<file path="src/esgs_pkg.sv">
// ----------------------------------------------------------------------------
// esgs_pkg
// Shared types, constants and the x*log2(x) table for the split gain search.
// ----------------------------------------------------------------------------
package esgs_pkg;

  // sample store sizing
  localparam int SAMPLE_MAX = 8;
  localparam int CNT_W      = 4;
  localparam int IDX_W      = 3;

  // field widths
  localparam int VAL_W  = 16;
  localparam int S_W    = 20;
  localparam int XLOG_W = 21;
  localparam int GAIN_W = 19;
  localparam int BASE_W = 18;

  localparam logic [BASE_W-1:0] BASE_RESET = 18'd21101;

  // divider: quotient bits retired per cycle
  localparam int DIV_STEP = 4;
  localparam int DIV_CYC  = S_W / DIV_STEP;
  localparam int DCNT_W   = 3;

  // configuration register indexes (word address bit)
  localparam logic REG_BASELINE = 1'b0;

  typedef enum logic [2:0] {
    F_LOAD,
    F_RDTHR,
    F_SCAN,
    F_SUM,
    F_PUSH
  } front_state_t;

  typedef enum logic [1:0] {
    B_IDLE,
    B_DIV,
    B_STORE,
    B_EMIT
  } back_state_t;

  // one candidate word passed from front to back
  typedef struct packed {
    logic [VAL_W-1:0] thr;
    logic [S_W-1:0]   s;
    logic [CNT_W-1:0] n;
    logic             last;
  } cand_t;

  // queue status seen by both sides
  typedef struct packed {
    logic full;
    logic empty;
  } qstat_t;

  // round(x * log2(x) * 2^16), zero for x below two or above eight
  function automatic logic [XLOG_W-1:0] xlog(input logic [CNT_W-1:0] x);
    logic [XLOG_W-1:0] r;
    case (x)
      4'd2:    r = 21'd131072;
      4'd3:    r = 21'd311616;
      4'd4:    r = 21'd524288;
      4'd5:    r = 21'd760849;
      4'd6:    r = 21'd1016449;
      4'd7:    r = 21'd1287880;
      4'd8:    r = 21'd1572864;
      default: r = '0;
    endcase
    return r;
  endfunction

endpackage

</file>
<file path="src/entropy_split_gain_search.sv">
// ----------------------------------------------------------------------------
// entropy_split_gain_search
// Information gain split search over a set of labelled samples.
// ----------------------------------------------------------------------------
// Samples enter one word at a time: a word is taken at an edge with start
// high and busy low. Words are stored until one marked in_last_sample; up to
// eight are kept and later words of the same set are dropped. The marked
// word starts the search and busy stays high while the scanner runs.
// For every stored sample, in storage order, one result word appears on the
// out_ ports for a single cycle with out_valid high; the receiver must take
// it then, it cannot stall the block. out_is_best flags every maximum gain
// and out_last_result flags the final word of the set.
// For a set of n samples the scanner makes one pass over the sample memory
// per candidate, one read per cycle; busy falls once every candidate is
// pushed. The divider sits behind a two-entry queue; the n results are
// then played out in one unbroken burst. Loading of the next set may
// overlap that playback. The user must write the gain register through
// the APB port only while idle; the block itself does not enforce this.
// Reset clears all control state and loads the default baseline gain.
// ----------------------------------------------------------------------------
module entropy_split_gain_search (
  input  logic        clk,
  input  logic        rst_n,
  // sample channel
  input  logic        start,
  output logic        busy,
  input  logic [15:0] in_feature_value,
  input  logic        in_class_label,
  input  logic        in_last_sample,
  // result channel
  output logic        out_valid,
  output logic [15:0] out_threshold,
  output logic signed [18:0] out_gain,
  output logic        out_is_best,
  output logic        out_last_result,
  // configuration port
  input  logic        psel,
  input  logic        penable,
  input  logic        pwrite,
  input  logic [2:0]  paddr,
  input  logic [31:0] pwdata,
  output logic [31:0] prdata,
  output logic        pready
);

  logic                          front_ready, in_acc;
  logic                          q_push, q_pop;
  esgs_pkg::cand_t               push_word, pop_word;
  esgs_pkg::qstat_t              q_stat;
  logic [esgs_pkg::BASE_W-1:0]   baseline_r, baseline_nxt;
  logic                          cfg_wr;

  assign busy   = !front_ready;
  assign in_acc = start && front_ready;

  // configuration register
  assign pready = 1'b1;
  assign cfg_wr = psel && penable && pwrite && (paddr[2] == esgs_pkg::REG_BASELINE);
  assign baseline_nxt = cfg_wr ? pwdata[esgs_pkg::BASE_W-1:0] : baseline_r;
  assign prdata = (paddr[2] == esgs_pkg::REG_BASELINE) ?
                  {{(32-esgs_pkg::BASE_W){1'b0}}, baseline_r} : 32'd0;

  always_ff @(posedge clk) begin
    if (!rst_n) begin
      baseline_r <= esgs_pkg::BASE_RESET;
    end else begin
      baseline_r <= baseline_nxt;
    end
  end

  // store and scanner
  esgs_front u_front (
    .clk           (clk),
    .rst_n         (rst_n),
    .in_acc        (in_acc),
    .feature_value (in_feature_value),
    .class_label   (in_class_label),
    .last_sample   (in_last_sample),
    .ready         (front_ready),
    .q_stat        (q_stat),
    .push          (q_push),
    .cand          (push_word)
  );

  // candidate queue
  esgs_queue u_queue (
    .clk       (clk),
    .rst_n     (rst_n),
    .push      (q_push),
    .push_word (push_word),
    .pop       (q_pop),
    .pop_word  (pop_word),
    .stat      (q_stat)
  );

  // divider and result playback
  esgs_back u_back (
    .clk             (clk),
    .rst_n           (rst_n),
    .q_stat          (q_stat),
    .pop             (q_pop),
    .cand            (pop_word),
    .baseline        (baseline_r),
    .out_valid       (out_valid),
    .out_threshold   (out_threshold),
    .out_gain        (out_gain),
    .out_is_best     (out_is_best),
    .out_last_result (out_last_result)
  );

endmodule

</file>
<file path="src/esgs_queue.sv">
// ----------------------------------------------------------------------------
// esgs_queue
// Two-entry queue of candidate words between the scanner and the divider.
// ----------------------------------------------------------------------------
module esgs_queue (
  input  logic            clk,
  input  logic            rst_n,
  input  logic            push,
  input  esgs_pkg::cand_t push_word,
  input  logic            pop,
  output esgs_pkg::cand_t pop_word,
  output esgs_pkg::qstat_t stat
);

  esgs_pkg::cand_t slot_r [2];
  logic       wr_ptr_r, wr_ptr_nxt;
  logic       rd_ptr_r, rd_ptr_nxt;
  logic [1:0] cnt_r, cnt_nxt;
  logic       do_push, do_pop;

  // handshake qualification
  assign do_push = push && (cnt_r != 2'd2);
  assign do_pop  = pop && (cnt_r != 2'd0);

  assign stat.full  = (cnt_r == 2'd2);
  assign stat.empty = (cnt_r == 2'd0);
  assign pop_word   = slot_r[rd_ptr_r];

  // pointer and fill update
  always_comb begin
    wr_ptr_nxt = do_push ? ~wr_ptr_r : wr_ptr_r;
    rd_ptr_nxt = do_pop ? ~rd_ptr_r : rd_ptr_r;
    cnt_nxt    = cnt_r + {1'b0, do_push} - {1'b0, do_pop};
  end

  always_ff @(posedge clk) begin
    if (!rst_n) begin
      wr_ptr_r <= 1'b0;
      rd_ptr_r <= 1'b0;
      cnt_r    <= 2'd0;
    end else begin
      wr_ptr_r <= wr_ptr_nxt;
      rd_ptr_r <= rd_ptr_nxt;
      cnt_r    <= cnt_nxt;
    end
  end

  // storage
  always_ff @(posedge clk) begin
    if (do_push) begin
      slot_r[wr_ptr_r] <= push_word;
    end
  end

endmodule

</file>
<file path="src/esgs_front.sv">
// ----------------------------------------------------------------------------
// esgs_front
// Sample store and candidate scanner: counts each side of every threshold
// and forms the summed x*log2(x) entropy term.
// ----------------------------------------------------------------------------
module esgs_front (
  input  logic                          clk,
  input  logic                          rst_n,
  input  logic                          in_acc,
  input  logic [esgs_pkg::VAL_W-1:0]    feature_value,
  input  logic                          class_label,
  input  logic                          last_sample,
  output logic                          ready,
  input  esgs_pkg::qstat_t              q_stat,
  output logic                          push,
  output esgs_pkg::cand_t               cand
);

  esgs_pkg::front_state_t state_r, state_nxt;

  // sample memory: value and label per word
  logic [esgs_pkg::VAL_W:0]   sample_mem [esgs_pkg::SAMPLE_MAX];
  logic [esgs_pkg::VAL_W:0]   rd_data_r;
  logic [esgs_pkg::IDX_W-1:0] rd_addr;
  logic                       we;

  logic [esgs_pkg::CNT_W-1:0] count_r, pos_r;
  logic [esgs_pkg::CNT_W-1:0] count_new, pos_new;
  logic [esgs_pkg::CNT_W-1:0] n_r, kt_r;
  logic [esgs_pkg::IDX_W-1:0] i_r;
  logic [esgs_pkg::CNT_W-1:0] j_r;
  logic [esgs_pkg::CNT_W-1:0] nu_r, ku_r;
  logic [esgs_pkg::VAL_W-1:0] thr_r;
  logic [esgs_pkg::S_W-1:0]   s_r;

  logic [esgs_pkg::CNT_W-1:0]  nl, kl;
  logic [esgs_pkg::XLOG_W-1:0] side_u, side_l, s_sum;
  logic                        cand_last, scan_done, upper_hit;

  // load bookkeeping
  assign we        = in_acc && (count_r < esgs_pkg::CNT_W'(esgs_pkg::SAMPLE_MAX));
  assign count_new = we ? count_r + 1'b1 : count_r;
  assign pos_new   = (we && class_label) ? pos_r + 1'b1 : pos_r;

  // scan status
  assign cand_last = (({1'b0, i_r} + 1'b1) == n_r);
  assign scan_done = (j_r == n_r);
  assign upper_hit = (rd_data_r[esgs_pkg::VAL_W:1] >= thr_r);

  // entropy term of both sides
  always_comb begin
    nl     = n_r - nu_r;
    kl     = kt_r - ku_r;
    side_u = esgs_pkg::xlog(nu_r) - esgs_pkg::xlog(ku_r) - esgs_pkg::xlog(nu_r - ku_r);
    side_l = esgs_pkg::xlog(nl) - esgs_pkg::xlog(kl) - esgs_pkg::xlog(nl - kl);
    s_sum  = side_u + side_l;
  end

  // next state
  always_comb begin
    state_nxt = state_r;
    case (state_r)
      esgs_pkg::F_LOAD: begin
        if (in_acc && last_sample) state_nxt = esgs_pkg::F_RDTHR;
      end
      esgs_pkg::F_RDTHR: state_nxt = esgs_pkg::F_SCAN;
      esgs_pkg::F_SCAN: begin
        if (scan_done) state_nxt = esgs_pkg::F_SUM;
      end
      esgs_pkg::F_SUM: state_nxt = esgs_pkg::F_PUSH;
      esgs_pkg::F_PUSH: begin
        if (!q_stat.full) state_nxt = cand_last ? esgs_pkg::F_LOAD : esgs_pkg::F_RDTHR;
      end
      default: state_nxt = esgs_pkg::F_LOAD;
    endcase
  end

  // outputs
  always_comb begin
    ready     = 1'b0;
    push      = 1'b0;
    rd_addr   = j_r[esgs_pkg::IDX_W-1:0];
    case (state_r)
      esgs_pkg::F_LOAD:  ready = 1'b1;
      esgs_pkg::F_RDTHR: rd_addr = i_r;
      esgs_pkg::F_PUSH:  push = 1'b1;
      default: ;
    endcase
    cand.thr  = thr_r;
    cand.s    = s_r;
    cand.n    = n_r;
    cand.last = cand_last;
  end

  always_ff @(posedge clk) begin
    if (!rst_n) begin
      state_r <= esgs_pkg::F_LOAD;
      count_r <= '0;
      pos_r   <= '0;
    end else begin
      state_r <= state_nxt;
      if (state_r == esgs_pkg::F_LOAD && in_acc) begin
        count_r <= last_sample ? '0 : count_new;
        pos_r   <= last_sample ? '0 : pos_new;
      end
    end
  end

  // scan datapath
  always_ff @(posedge clk) begin
    case (state_r)
      esgs_pkg::F_LOAD: begin
        n_r  <= count_new;
        kt_r <= pos_new;
        i_r  <= '0;
      end
      esgs_pkg::F_RDTHR: j_r <= '0;
      esgs_pkg::F_SCAN: begin
        j_r <= j_r + 1'b1;
        if (j_r == '0) begin
          thr_r <= rd_data_r[esgs_pkg::VAL_W:1];
          nu_r  <= '0;
          ku_r  <= '0;
        end else if (upper_hit) begin
          nu_r <= nu_r + 1'b1;
          ku_r <= ku_r + {{(esgs_pkg::CNT_W-1){1'b0}}, rd_data_r[0]};
        end
      end
      esgs_pkg::F_SUM: s_r <= s_sum[esgs_pkg::S_W-1:0];
      esgs_pkg::F_PUSH: begin
        if (!q_stat.full) i_r <= i_r + 1'b1;
      end
      default: ;
    endcase
  end

  // sample memory ports
  always_ff @(posedge clk) begin
    if (we) begin
      sample_mem[count_r[esgs_pkg::IDX_W-1:0]] <= {feature_value, class_label};
    end
    rd_data_r <= sample_mem[rd_addr];
  end

endmodule

</file>
<file path="src/esgs_back.sv">
// ----------------------------------------------------------------------------
// esgs_back
// Divides each entropy term by the sample count, forms the gain, tracks the
// maximum and plays the results out once the set is complete.
// ----------------------------------------------------------------------------
module esgs_back (
  input  logic                          clk,
  input  logic                          rst_n,
  input  esgs_pkg::qstat_t              q_stat,
  output logic                          pop,
  input  esgs_pkg::cand_t               cand,
  input  logic [esgs_pkg::BASE_W-1:0]   baseline,
  output logic                          out_valid,
  output logic [esgs_pkg::VAL_W-1:0]    out_threshold,
  output logic signed [esgs_pkg::GAIN_W-1:0] out_gain,
  output logic                          out_is_best,
  output logic                          out_last_result
);

  esgs_pkg::back_state_t state_r, state_nxt;

  logic [esgs_pkg::VAL_W-1:0]  thr_r;
  logic [esgs_pkg::CNT_W-1:0]  n_r;
  logic                        last_r;
  logic [esgs_pkg::CNT_W-1:0]  rem_r, rem_nxt;
  logic [esgs_pkg::S_W-1:0]    quo_r, quo_nxt;
  logic [esgs_pkg::DCNT_W-1:0] dcnt_r;
  logic [esgs_pkg::IDX_W-1:0]  wr_idx_r, emit_idx_r;
  logic signed [esgs_pkg::GAIN_W-1:0] best_r;

  // result buffers, written in candidate order
  logic [esgs_pkg::VAL_W-1:0]         thr_buf_r  [esgs_pkg::SAMPLE_MAX];
  logic signed [esgs_pkg::GAIN_W-1:0] gain_buf_r [esgs_pkg::SAMPLE_MAX];

  logic [esgs_pkg::S_W:0]             diff;
  logic signed [esgs_pkg::GAIN_W-1:0] gain;
  logic                               div_done, emit_last;

  // four restoring division steps per cycle; remainder stays below n
  always_comb begin
    logic [esgs_pkg::CNT_W-1:0] r;
    r       = rem_r;
    quo_nxt = quo_r;
    for (int b = 0; b < esgs_pkg::DIV_STEP; b++) begin
      r       = {r[esgs_pkg::CNT_W-2:0], quo_nxt[esgs_pkg::S_W-1]};
      quo_nxt = {quo_nxt[esgs_pkg::S_W-2:0], 1'b0};
      if (r >= n_r) begin
        r          = r - n_r;
        quo_nxt[0] = 1'b1;
      end
    end
    rem_nxt = r;
  end

  // gain = baseline - quotient
  assign diff      = {{(esgs_pkg::S_W+1-esgs_pkg::BASE_W){1'b0}}, baseline} - {1'b0, quo_r};
  assign gain      = diff[esgs_pkg::GAIN_W-1:0];
  assign div_done  = (dcnt_r == esgs_pkg::DCNT_W'(esgs_pkg::DIV_CYC - 1));
  assign emit_last = (({1'b0, emit_idx_r} + 1'b1) == n_r);

  // next state
  always_comb begin
    state_nxt = state_r;
    case (state_r)
      esgs_pkg::B_IDLE: begin
        if (!q_stat.empty) state_nxt = esgs_pkg::B_DIV;
      end
      esgs_pkg::B_DIV: begin
        if (div_done) state_nxt = esgs_pkg::B_STORE;
      end
      esgs_pkg::B_STORE: state_nxt = last_r ? esgs_pkg::B_EMIT : esgs_pkg::B_IDLE;
      esgs_pkg::B_EMIT: begin
        if (emit_last) state_nxt = esgs_pkg::B_IDLE;
      end
      default: state_nxt = esgs_pkg::B_IDLE;
    endcase
  end

  // outputs
  always_comb begin
    pop       = 1'b0;
    out_valid = 1'b0;
    case (state_r)
      esgs_pkg::B_IDLE: pop = !q_stat.empty;
      esgs_pkg::B_EMIT: out_valid = 1'b1;
      default: ;
    endcase
    out_threshold   = thr_buf_r[emit_idx_r];
    out_gain        = gain_buf_r[emit_idx_r];
    out_is_best     = (gain_buf_r[emit_idx_r] == best_r);
    out_last_result = emit_last;
  end

  always_ff @(posedge clk) begin
    if (!rst_n) begin
      state_r    <= esgs_pkg::B_IDLE;
      wr_idx_r   <= '0;
      emit_idx_r <= '0;
    end else begin
      state_r <= state_nxt;
      if (state_r == esgs_pkg::B_STORE) begin
        wr_idx_r <= last_r ? '0 : wr_idx_r + 1'b1;
      end
      if (state_r == esgs_pkg::B_EMIT) begin
        emit_idx_r <= emit_last ? '0 : emit_idx_r + 1'b1;
      end
    end
  end

  // divider and buffer datapath
  always_ff @(posedge clk) begin
    case (state_r)
      esgs_pkg::B_IDLE: begin
        thr_r  <= cand.thr;
        n_r    <= cand.n;
        last_r <= cand.last;
        quo_r  <= cand.s;
        rem_r  <= '0;
        dcnt_r <= '0;
      end
      esgs_pkg::B_DIV: begin
        quo_r  <= quo_nxt;
        rem_r  <= rem_nxt;
        dcnt_r <= dcnt_r + 1'b1;
      end
      esgs_pkg::B_STORE: begin
        thr_buf_r[wr_idx_r]  <= thr_r;
        gain_buf_r[wr_idx_r] <= gain;
        if (wr_idx_r == '0 || gain > best_r) best_r <= gain;
      end
      default: ;
    endcase
  end

endmodule

</file>
<file path="config.mk">
export PLATFORM = sky130hd
export DESIGN_NAME = entropy_split_gain_search
export DESIGN_NICKNAME = d
export VERILOG_FILES = /design/src/esgs_pkg.sv /design/src/entropy_split_gain_search.sv /design/src/esgs_queue.sv /design/src/esgs_front.sv /design/src/esgs_back.sv
export SDC_FILE = /design/constraint.sdc
export NUM_CORES = 1
export LEC_CHECK = 0
export BUFFER_PORTS_ARGS = -buffer_cell sky130_fd_sc_hd__buf_4
export CAP_MARGIN = 25
export CORE_AREA = 2 2 212 256
export DETAILED_ROUTE_END_ITERATION = 8
export DIE_AREA = 0 0 214 258
export PLACE_DENSITY = 0.88
export SLEW_MARGIN = 20
export SYNTH_ARGS = -nofsm -noshare
export SYNTH_HDL_FRONTEND = slang
export SYNTH_SLANG_ARGS = --single-unit
</file>
<file path="constraint.sdc">
create_clock -name clk -period 12.35 [get_ports clk]
set_input_delay 0 -clock clk [delete_from_list [all_inputs] [get_ports clk]]
set_output_delay 0 -clock clk [all_outputs]
set_load 0.1 [all_outputs]
</file>
==> After elaboration in Yosys (flattened, before gate mapping) <==
Memories as Yosys holds them, arrays and structs flattened. A register that Yosys moved wholly into a read port is not among the register bits.
Index checks and enable logic that the tools add are counted.
Widths: inputs -> output; s select.
{ "op_classes": {"addsub": 27, "n_lt_le_gt_ge": 7, "n_eq_ne": 62, "n_mux": 56, "bitwise_logic": 3, "reduce_logical": 29} }
{ "ops": {"columns": ["op", "count"], "rows": [
  ["$pmux 20 s7", 6],
  ["$eq 4x3->1 const B", 24],
  ["$sub 20x20->20", 4],
  ["$eq 4x2->1 const B", 12],
  ["$mux 3", 15],
  ["$pmux 20 s2", 1],
  ["$eq 4x4->1 const B", 6],
  ["$mux 4", 6],
  ["$add 20x20->20", 1],
  ["$eq 19x19->1", 1],
  ["$gt 19x19->1", 1],
  ["$sub 18x19->19", 1],
  ["$mux 18", 1],
  ["$pmux 3 s2", 3],
  ["$mux 1", 17],
  ["$add 4x1->4 const B", 4],
  ["$ge 16x16->1", 1],
  ["$ge 4x4->1", 4],
  ["$sub 4x4->4", 4],
  ["$pmux 3 s5", 1],
  ["$add 3x1->3 const B", 4],
  ["$eq 4x4->1", 3],
  ["$sub 3x3->3", 4],
  ["$logic_and 1x1->1", 10],
  ["other kinds (24)", 50]
]} }
{ "word_totals": {"reg_bits": 166, "ramBits": 498, "input_bits": 59, "out_inout_bits": 72, "elab_cells": 213, "n_memories": 4} }
{ "mem_list": {"columns": ["name", "words", "word_bits", "read_ports", "rd_clocked_by_memory_dff", "wr", "line_no", "text"], "rows": [
  ["u_back.gain_buf_r", 8, 19, 1, 1, 1, "esgs_back.sv:33", "logic signed [esgs_pkg::GAIN_W-1:0] gain_buf_r [esgs_pkg::SAMPLE_MAX];"],
  ["u_front.sample_mem", 8, 17, 1, 1, 1, "esgs_front.sv:22", "logic [esgs_pkg::VAL_W:0] sample_mem [esgs_pkg::SAMPLE_MAX];"],
  ["u_back.thr_buf_r", 8, 16, 1, 1, 1, "esgs_back.sv:32", "logic [esgs_pkg::VAL_W-1:0] thr_buf_r [esgs_pkg::SAMPLE_MAX];"],
  ["u_queue.slot_r", 2, 41, 1, 1, 1, "esgs_queue.sv:15", "esgs_pkg::cand_t slot_r [2];"]
]} }

==> Longest topological paths before layout <==
Gate-level depths: netlist of the first run.
{ "depth": {"ltp_word": 9, "ltp_mapped": 32, "mapped_depth_nobuf": 32} }

==> Hierarchy <==
A second synthesis of the first run with hierarchy kept.
{ "hier_totals": {"hier_cells": 2260, "hier_area_um2": 32000.7} }
{ "by_module_without_submodules": {"columns": ["module", "n_inst", "cells_per_inst", "area_per_inst_um2", "seq_area_each_um2"], "rows": [
  ["esgs_back", 1, 896, 15461.1, 10610.2],
  ["esgs_front", 1, 1092, 12101.6, 6416.2],
  ["esgs_queue", 1, 155, 3399.5, 2562.5],
  ["entropy_split_gain_search", 1, 117, 1038.5, 360.3]
]} }

==> Least setup slack after synthesis of the first run <==
Ideal clock, no wire load.
{ "synth_timing": {"kind": "register to register", "from": "register u_front.ku_r[1] in the netlist's numbering", "to": "register u_front.s_r[19] in the netlist's numbering, data pin", "setup_ps": 268, "arrival_time_ps": 6705, "t_required_ps": 12082, "setup_slack_ps": 5377, "stages_incl_launch_ff": 26, "path_buffers": 1, "synth_period_minus_slack_ps": 6973, "path_cell_list": "edfxtp_1 clkbuf_1 inv_1 fa_1 xor2_1 inv_1 ha_1 a21oi_1 xnor2_1 xnor2_1 nand2_1 or3_1 fa_1 fa_1 inv_1 fa_1 inv_1 ha_1 a311oi_2 a22oi_2 a41o_1 o41a_1 o21a_1 o21a_1 o41ai_2 xnor3_1"} }
{ "synth_between": {"elab_chain_cells": 6, "word_cells_on_any_way": 40, "classes_between": "8 x add/sub; 28 x eq/ne; 4 x mux"} }
{ "synth_lines": {"columns": ["item", "line_no", "text"], "rows": [
  ["from (decl)", "esgs_front.sv:32", "logic [esgs_pkg::CNT_W-1:0] nu_r, ku_r;"],
  ["from (signal assigned)", "esgs_front.sv:126", "ku_r <= ku_r + {{(esgs_pkg::CNT_W-1){1'b0}}, rd_data_r[0]};"],
  ["$sub 4x4->4", "esgs_front.sv:53", "kl = kt_r - ku_r;"],
  ["$eq 4x4->1 (tied with other cells)", "esgs_pkg.sv:61", "case (x)"],
  ["$pmux 20 s7 (tied with other cells)", "esgs_pkg.sv:61", null],
  ["$sub 20x20->20 / $pmux 20 s7 (equally long branches)", "esgs_front.sv:55, esgs_pkg.sv:61", null],
  ["$sub 20x20->20", "esgs_front.sv:55", "side_l = esgs_pkg::xlog(nl) - esgs_pkg::xlog(kl) - esgs_pkg::xlog(nl - kl);"],
  ["$add 20x20->20 (*)", "esgs_front.sv:56", "s_sum = side_u + side_l;"],
  ["named net u_front.s_sum (one bit)", "esgs_front.sv:37", "logic [esgs_pkg::XLOG_W-1:0] side_u, side_l, s_sum;"],
  ["to (signal assigned)", "esgs_front.sv:129", "esgs_pkg::F_SUM: s_r <= s_sum[esgs_pkg::S_W-1:0];"],
  ["to (decl)", "esgs_front.sv:34", "logic [esgs_pkg::S_W-1:0] s_r;"]
]} }
The timed path passes the listed nets; every way through them passes the cells marked *.
A chain may end at the register's enable or synchronous reset.

==> Worst setup path after layout of the first run <==
{ "layout_timing": {"from": "register u_front.n_r[0] in the netlist's numbering", "to": "register u_front.s_r[19] in the netlist's numbering, data pin"} }
{ "layout_between": {"elab_chain_cells": 6, "word_cells_on_any_way": 21, "classes_between": "5 x add/sub; 14 x eq/ne; 2 x mux"} }
{ "layout_lines": {"columns": ["item", "line_no", "text"], "rows": [
  ["from (decl)", "esgs_front.sv:29", "logic [esgs_pkg::CNT_W-1:0] n_r, kt_r;"],
  ["from (signal assigned)", "esgs_front.sv:113", "n_r <= count_new;"],
  ["$sub 4x4->4 (*)", "esgs_front.sv:52", "nl = n_r - nu_r;"],
  ["$eq 4x4->1 (tied with other cells)", "esgs_pkg.sv:61", null],
  ["$pmux 20 s7 (tied with other cells)", "esgs_pkg.sv:61", null],
  ["$sub 20x20->20 / $pmux 20 s7 (equally long branches)", "esgs_front.sv:55, esgs_pkg.sv:61", null],
  ["$sub 20x20->20 (*)", "esgs_front.sv:55", null],
  ["$add 20x20->20 (*)", "esgs_front.sv:56", null],
  ["named net u_front.s_sum (one bit)", "esgs_front.sv:37", null]
]} }
Marked as above.

==> results by group, run 1 <==
Clock tree
  – CTS root buffer: clkbuf_16
  – Post-CTS Setup Repair Bufs: 0
  – Number of buffers created by CTS: 66
  – CTS Buffer Depth: 3
  – Sinks on Clock Net: 685
  – CTS clk-pin slew, worst paths: 60 ps
  – CTS tree: done
  – Worst-Skew Late Latency: 620 ps
  – H-tree depth: 3

STA
  – Worst-Margin Slew: 1050 ps
  – RSZ-0062 raised after global routing: false
  – Clock Skew: 42.2 ps
  – Post-route clock period utilization: 0.627
  – Final Hold Violating Endpoints: 0
  – Final setup TNS: 0 ps
  – Tmin final: 7750 ps
  – Max Slew Vio Count: 0
  – Final setup fails: 0
  – Max Clk Rate: 129 MHz
  – Slew headroom: 0.298

Logic synthesis
  – Cell count after synthesis: 2245
  – Synth Warn #: 0
  – Yosys reg bits: 685
  – Cell variety after synth: 68
  – Post-synth EDFFs: 623
  – Async SR Flop Fraction: 0
  – Synth Cell Area: 31400 sq um
  – Sequential element share of the synthesized area: 0.635
  – Synth Flop Type: edfxtp_1
  – Syn avg cell area: 14.0 sq um

Placement
  – GP Congestion: 0.889
  – Port buffer count: 99
  – Dpl hpwl: 42400 um

Hold path
  – Hold_sp: in_feature_value[2]
  – Worst hold endpoint: u_front.sample_mem[7][3]
  – Hold Path Class: input port to flop
  – Hold Crit Depth: 2

Drt
  – Pre-antenna DRT Iters: 6
  – DRT iter0 DRCs: 1780
  – Routed vias/inst: 5.85
  – DR WL/cell: 20.8 um
  – Post-Route WL: 66400 um
  – Residual DRC count: 0
  – DR vias: 18600
  – Final ANT Viol Nets: 0

Floorplanning
  – Core area: 52900 sq um
  – Die Y: 258 um
  – I/O pin total: 131
  – Rows: 93
  – Initial Utilization: 0.593
  – DIE WIDTH: 214 um
  – DIE AREA: 55200 sq um

Setup path
  – Worst setup EP type: flop
  – WP data arrival: 8100 ps
  – RR Startpoint: u_front.n_r[0]
  – Crit Path Max Fanout: 7
  – R2R depth: 25
  – Setup crit start kind: flop
  – Slowest stage delay, CP: 580 ps
  – WP data required: 12700 ps
  – FF-to-FF setup slack: 4600 ps
  – Worst r2r dst: u_front.s_r[19]
  – Worst Setup Path Type: flop to flop
  – CP max stage cell: xor2_1

Final layout
  – Highest-count cells in the layout ignoring fill and taps: edfxtp_1 (623), nand2_1 (275), inv_1 (167)
  – Ratio of cells with drive above 1 in the final layout: 0.162
  – Fill cells: 3293
  – Nets: 2656
  – Ant. Diodes: 0
  – Area grow syn2layout: 14.2%
  – Commonest non-fill, non-tap cell in the layout: edfxtp_1

GRT
  – Vias in the first global route: 19400
  – GRT overflow: 0
  – First-pass GRT wire length: 103000 um
  – Aggregate global-route resource usage: 0.239
  – Largest net degree at the start of global routing: 69
  – Initial antenna violation count: 0

Job
  – Max-cap viol count: 0

Status
  – Status: complete, no violations
## kinds of logic after synthesis
group           share of synthesized area
buf+inv                            0.0330
simple gates                       0.0967
xor+xnor                           0.0275
compound gates                     0.0456
mux                                0.0778
flops                               0.635
fa+ha+maj                          0.0838
other cells                      0.000239
## area by class of cell
type	instances	area, sq um	share of cell area
inverters	167	627	0.0175
clock buffers	78	1730	0.0482
clock inverters	42	420	0.0117
flip-flops and latches	685	20000	0.557
repair buffers	185	1600	0.0447
multi-input cells	1316	10600	0.297
well taps	712	891	0.0248
## worst max-delay path: cells and delay by family, from the launching register on
kind	cells	cell delay (ps)
fa+ha+maj	7	2680
compound gates	8	1920
xor+xnor	4	1530
flops	1	520
simple gates	2	510
buf+inv	4	300
## synth_stat cells (all sizes together), types with 7 or more instances
master / count / share of area
nor2b: 45 / 0.0090
edfxtp: 623 / 0.60
fa: 57 / 0.036
dfxtp: 62 / 0.040
a211oi: 12 / 0.0029
a21oi: 46 / 0.0073
nand2b: 15 / 0.0030
clkbuf: 58 / 0.0070
and3: 13 / 0.0026
or2: 8 / 0.0016
buf: 32 / 0.0060
a21boi: 12 / 0.0029
mux2i: 20 / 0.0064
mux4: 70 / 0.050
a21o: 25 / 0.0060
o21ai: 66 / 0.011
nand3: 112 / 0.018
inv: 167 / 0.020
and2: 19 / 0.0039
xnor2: 62 / 0.017
nor3: 29 / 0.0046
xor2: 34 / 0.0095
ha: 119 / 0.047
nand2: 275 / 0.033
a22oi: 7 / 0.0018
mux2: 59 / 0.021
o21a: 19 / 0.0045
nor2: 106 / 0.013
## metrics by stage
step	cells	hold WS, ps	cell area, sq um	setup slack (ps)	util
2_1_floorplan	2258	98.9	31400	5380	-
3_3_place_gp	2998	220	33000	4860	0.623
3_5_place_dp	3001	221	33000	4690	0.624
4_1_cts	3180	125	35800	4680	0.676
5_1_grt	3185	157	35900	4260	0.677
6_report	3185	156	35900	4600	0.677
## worst max path at each step
stage | startpoint | to | cells past startpoint
2_1_floorplan | u_front.ku_r[1] | u_front.s_r[19] | 25
3_3_place_gp | u_front.n_r[0] | u_front.s_r[19] | 25
3_5_place_dp | u_front.n_r[0] | u_front.s_r[19] | 25
4_1_cts | u_front.n_r[0] | u_front.s_r[19] | 25
5_1_grt | u_front.n_r[0] | u_front.s_r[19] | 25
6_report | u_front.n_r[0] | u_front.s_r[19] | 25
## routing by layer
layer | vias up | GRT usage | share of wire
met5 | - | 0 | 0
met4 | 0 | 0.113 | 0.036
met3 | 172 | 0.0322 | 0.057
met2 | 750 | 0.441 | 0.54
met1 | 9257 | 0.275 | 0.36
li1 | 8449 | - | -
## what timing repair did
action | in CTS | in global routing
hold buffers | 59 | 0
resized for setup | 0 | 0
endpoints found under the hold margin | 184 | 0
## registers in the layout, summed over array words and instances, names as in the netlist, 16 cells and up, named ones only
signal / flops
u_back.quo_r: 20
baseline_r: 18
u_back.best_r: 19
u_back.gain_buf_r: 152
u_queue.slot_r: 82
u_back.thr_buf_r: 128
u_front.thr_r: 16
u_back.thr_r: 16
u_front.s_r: 20
u_front.sample_mem: 136
u_front.rd_data_r: 17
Power of run 1 is left out: the tool's default activity adds up to more than one toggle a clock period on the data nets, which glitch-free logic cannot reach.
==> run 2: changes to the inputs <==
CORE_AREA = 2 2 220 265   (was 2 2 212 256)
DIE_AREA = 0 0 222 267   (was 0 0 214 258)
PLACE_DENSITY = 0.87   (was 0.88)
clock period = 6.3 ns   (was 12.35 ns; I/O delays follow)
==> run 2 against run 1 <==
Compared with the run above: the flow now finishes with violations (setup timing); non-clock buffer count increased by 68; clock-buffer cell count increased by 13; die area increased by 7.4%; cell count increased by 2.9%; setup slack got worse by 4700 ps; first-iteration DRC count increased by 13%; worst hold slack improved by 19 ps; maximum frequency increased by 21%; design area increased by 2.1%; via count increased by 2.0%; clock skew decreased by 14 ps; register-to-register slack got worse by 4700 ps.
==> results by group, run 2 (synthesized netlist as in run 1, its figures left out) <==
Status
  – Status: finished with violations
  – Violated checks: setup timing

STA
  – Clock Skew: 28.2 ps (-14.0 ps)
  – Worst-Margin Slew: 1050 ps (+1.43 ps)
  – Tmin final: 6380 ps (-1370 ps)
  – Post-route clock period utilization: 1.01 (+0.386)
  – Slew headroom: 0.296 (-0.00167)
  – Max Clk Rate: 157 MHz (+21%)
  – Final setup TNS: -83.5 ps (-83.5 ps)
  – Final setup fails: 1 (+1)
  – PnR worst setup slack: -83.5 ps (-4680 ps)
  – Final Hold Violating Endpoints: 0 (unchanged)
  – RSZ-0062 raised after global routing: true
  – Max Slew Vio Count: 0 (unchanged)

Clock tree
  – H-tree depth: 3 (unchanged)
  – Worst-Skew Late Latency: 610 ps (about the same)
  – Number of buffers created by CTS: 66 (unchanged)
  – CTS root buffer: clkbuf_16
  – Sinks on Clock Net: 685 (unchanged)
  – CTS Buffer Depth: 3 (unchanged)
  – CTS clk-pin slew, worst paths: 60 ps (about the same)
  – CTS tree: done

Setup path
  – CP delay by family, top: adder cells
  – Most frequent CP cell: fa_1
  – WP data required: 6640 ps (-6060 ps)
  – Worst setup EP type: flop
  – Slowest stage delay, CP: 570 ps (about the same)
  – Crit Path Max Fanout: 2 (-5)
  – WP data arrival: 6730 ps (-1370 ps)
  – Worst Setup Path Type: flop to flop
  – WP buf/inv: 5 (+1)
  – CP max stage cell: fa_2
  – Setup crit start kind: flop

Floorplanning
  – Initial Utilization: 0.553 (-0.0404)
  – I/O pin total: 131 (unchanged)
  – Core area: 56800 sq um (+7.3%)
  – Die Y: 267 um (+3.5%)
  – Rows: 96 (+3.2%)
  – DIE AREA: 59300 sq um (+7.4%)
  – DIE WIDTH: 222 um (+3.7%)

GRT
  – First-pass GRT wire length: 107000 um (+3.8%)
  – GRT overflow: 0 (unchanged)
  – Vias in the first global route: 19600 (+1.5%)
  – Largest net degree at the start of global routing: 69 (unchanged)
  – Aggregate global-route resource usage: 0.233 (-0.00624)
  – Initial antenna violation count: 0 (unchanged)

Job
  – Max-cap viol count: 0 (unchanged)

Final layout
  – Ant. Diodes: 0 (unchanged)
  – Biggest register: u_back.gain_buf_r
  – Nets: 2724 (+2.6%)
  – Commonest non-fill, non-tap cell in the layout: edfxtp_1
  – Area grow syn2layout: 16.6%
  – Ratio of cells with drive above 1 in the final layout: 0.200 (+0.0380)
  – Highest-count cells in the layout ignoring fill and taps: edfxtp_1 (623), nand2_1 (275), buf_4 (185)
  – Max reg flops: 152 (unchanged)
  – Non-filler cells, final: 3278 (+2.9%)

Drt
  – DRT iter0 DRCs: 2018 (+13%)
  – Pre-antenna DRT Iters: 5 (-1)
  – DR WL/cell: 21.0 um (+0.82%)
  – Routed vias/inst: 5.80 (-0.87%)
  – Post-Route WL: 68900 um (+3.8%)
  – DR vias: 19000 (+2.0%)
  – Final ANT Viol Nets: 0 (unchanged)
  – Residual DRC count: 0 (unchanged)

Placement
  – Dpl cells: 3078 (+2.6%)
  – GP Congestion: 0.871 (-2.0%)
  – Dpl hpwl: 42200 um (-0.42%)
  – Port buffer count: 99 (unchanged)

Hold path
  – Hold Path Class: input port to flop
-- run 2: cell count changes in the layout (fill, tap and decap cells not counted), sizes merged --
| cell | previous run | this run |
|---|---|---|
| buf | 125 | 194 |
| clkbuf | 79 | 91 |
| clkinv | 25 | 21 |
| clkinvlp | 7 | 1 |
| inv | 173 | 172 |
-- run 2: timing repair --
action | CTS | global route
pin swaps | 8 | 22
hold buffers | 59 | 0
hold endpoints to repair | 184 | 0
buffers inserted | 7 | 9
setup endpoints to repair | 2 | 8
gates resized for setup | 18 | 28
-- run 2: layout make-up --
class / instances / area (sq um)
clock buffer: 91 / 1840
inverter: 167 / 627
tap: 735 / 920
timing repair buffer: 253 / 2120
fill: 3667 / 20200
sequential: 685 / 20000
multi-input combinational: 1316 / 10800
clock inverter: 31 / 315
-- run 2: per-stage QoR --
stage / worst slack (ps) / utilization / hold WS [ps] / cell area (sq um)
finish: -83.5 / 0.645 / 175 / 36600
global route: -259 / 0.645 / 167 / 36600
CTS: -59.9 / 0.641 / 145 / 36400
detailed placement: -131 / 0.590 / 218 / 33500
global placement: -46.3 / 0.588 / 218 / 33400
floorplan: -60.0 / - / 98.9 / 31500
-- run 2: final timing paths --
path | startpoint | to | slack, ps | depth (start not counted)
worst max-delay path | u_front.n_r[0] | u_front.s_r[19] | -80 | 26
worst max register to register | u_front.n_r[0] | u_front.s_r[19] | -80 | 26
worst min-delay path | in_feature_value[5] | u_front.sample_mem[6][6] | 170 | 2
worst min register to register | u_front.rd_data_r[3] | u_front.thr_r[2] | 440 | 0
-- run 2: per-layer routing --
metal / wire length [um] / up-vias / GRT usage
li1: - / 8590 / -
met1: 25200 / 9517 / 0.263
met2: 38000 / 724 / 0.443
met3: 3500 / 174 / 0.0325
met4: 2180 / 0 / 0.0908
met5: 0 / - / 0
Power of run 2 is left out for the same reason.
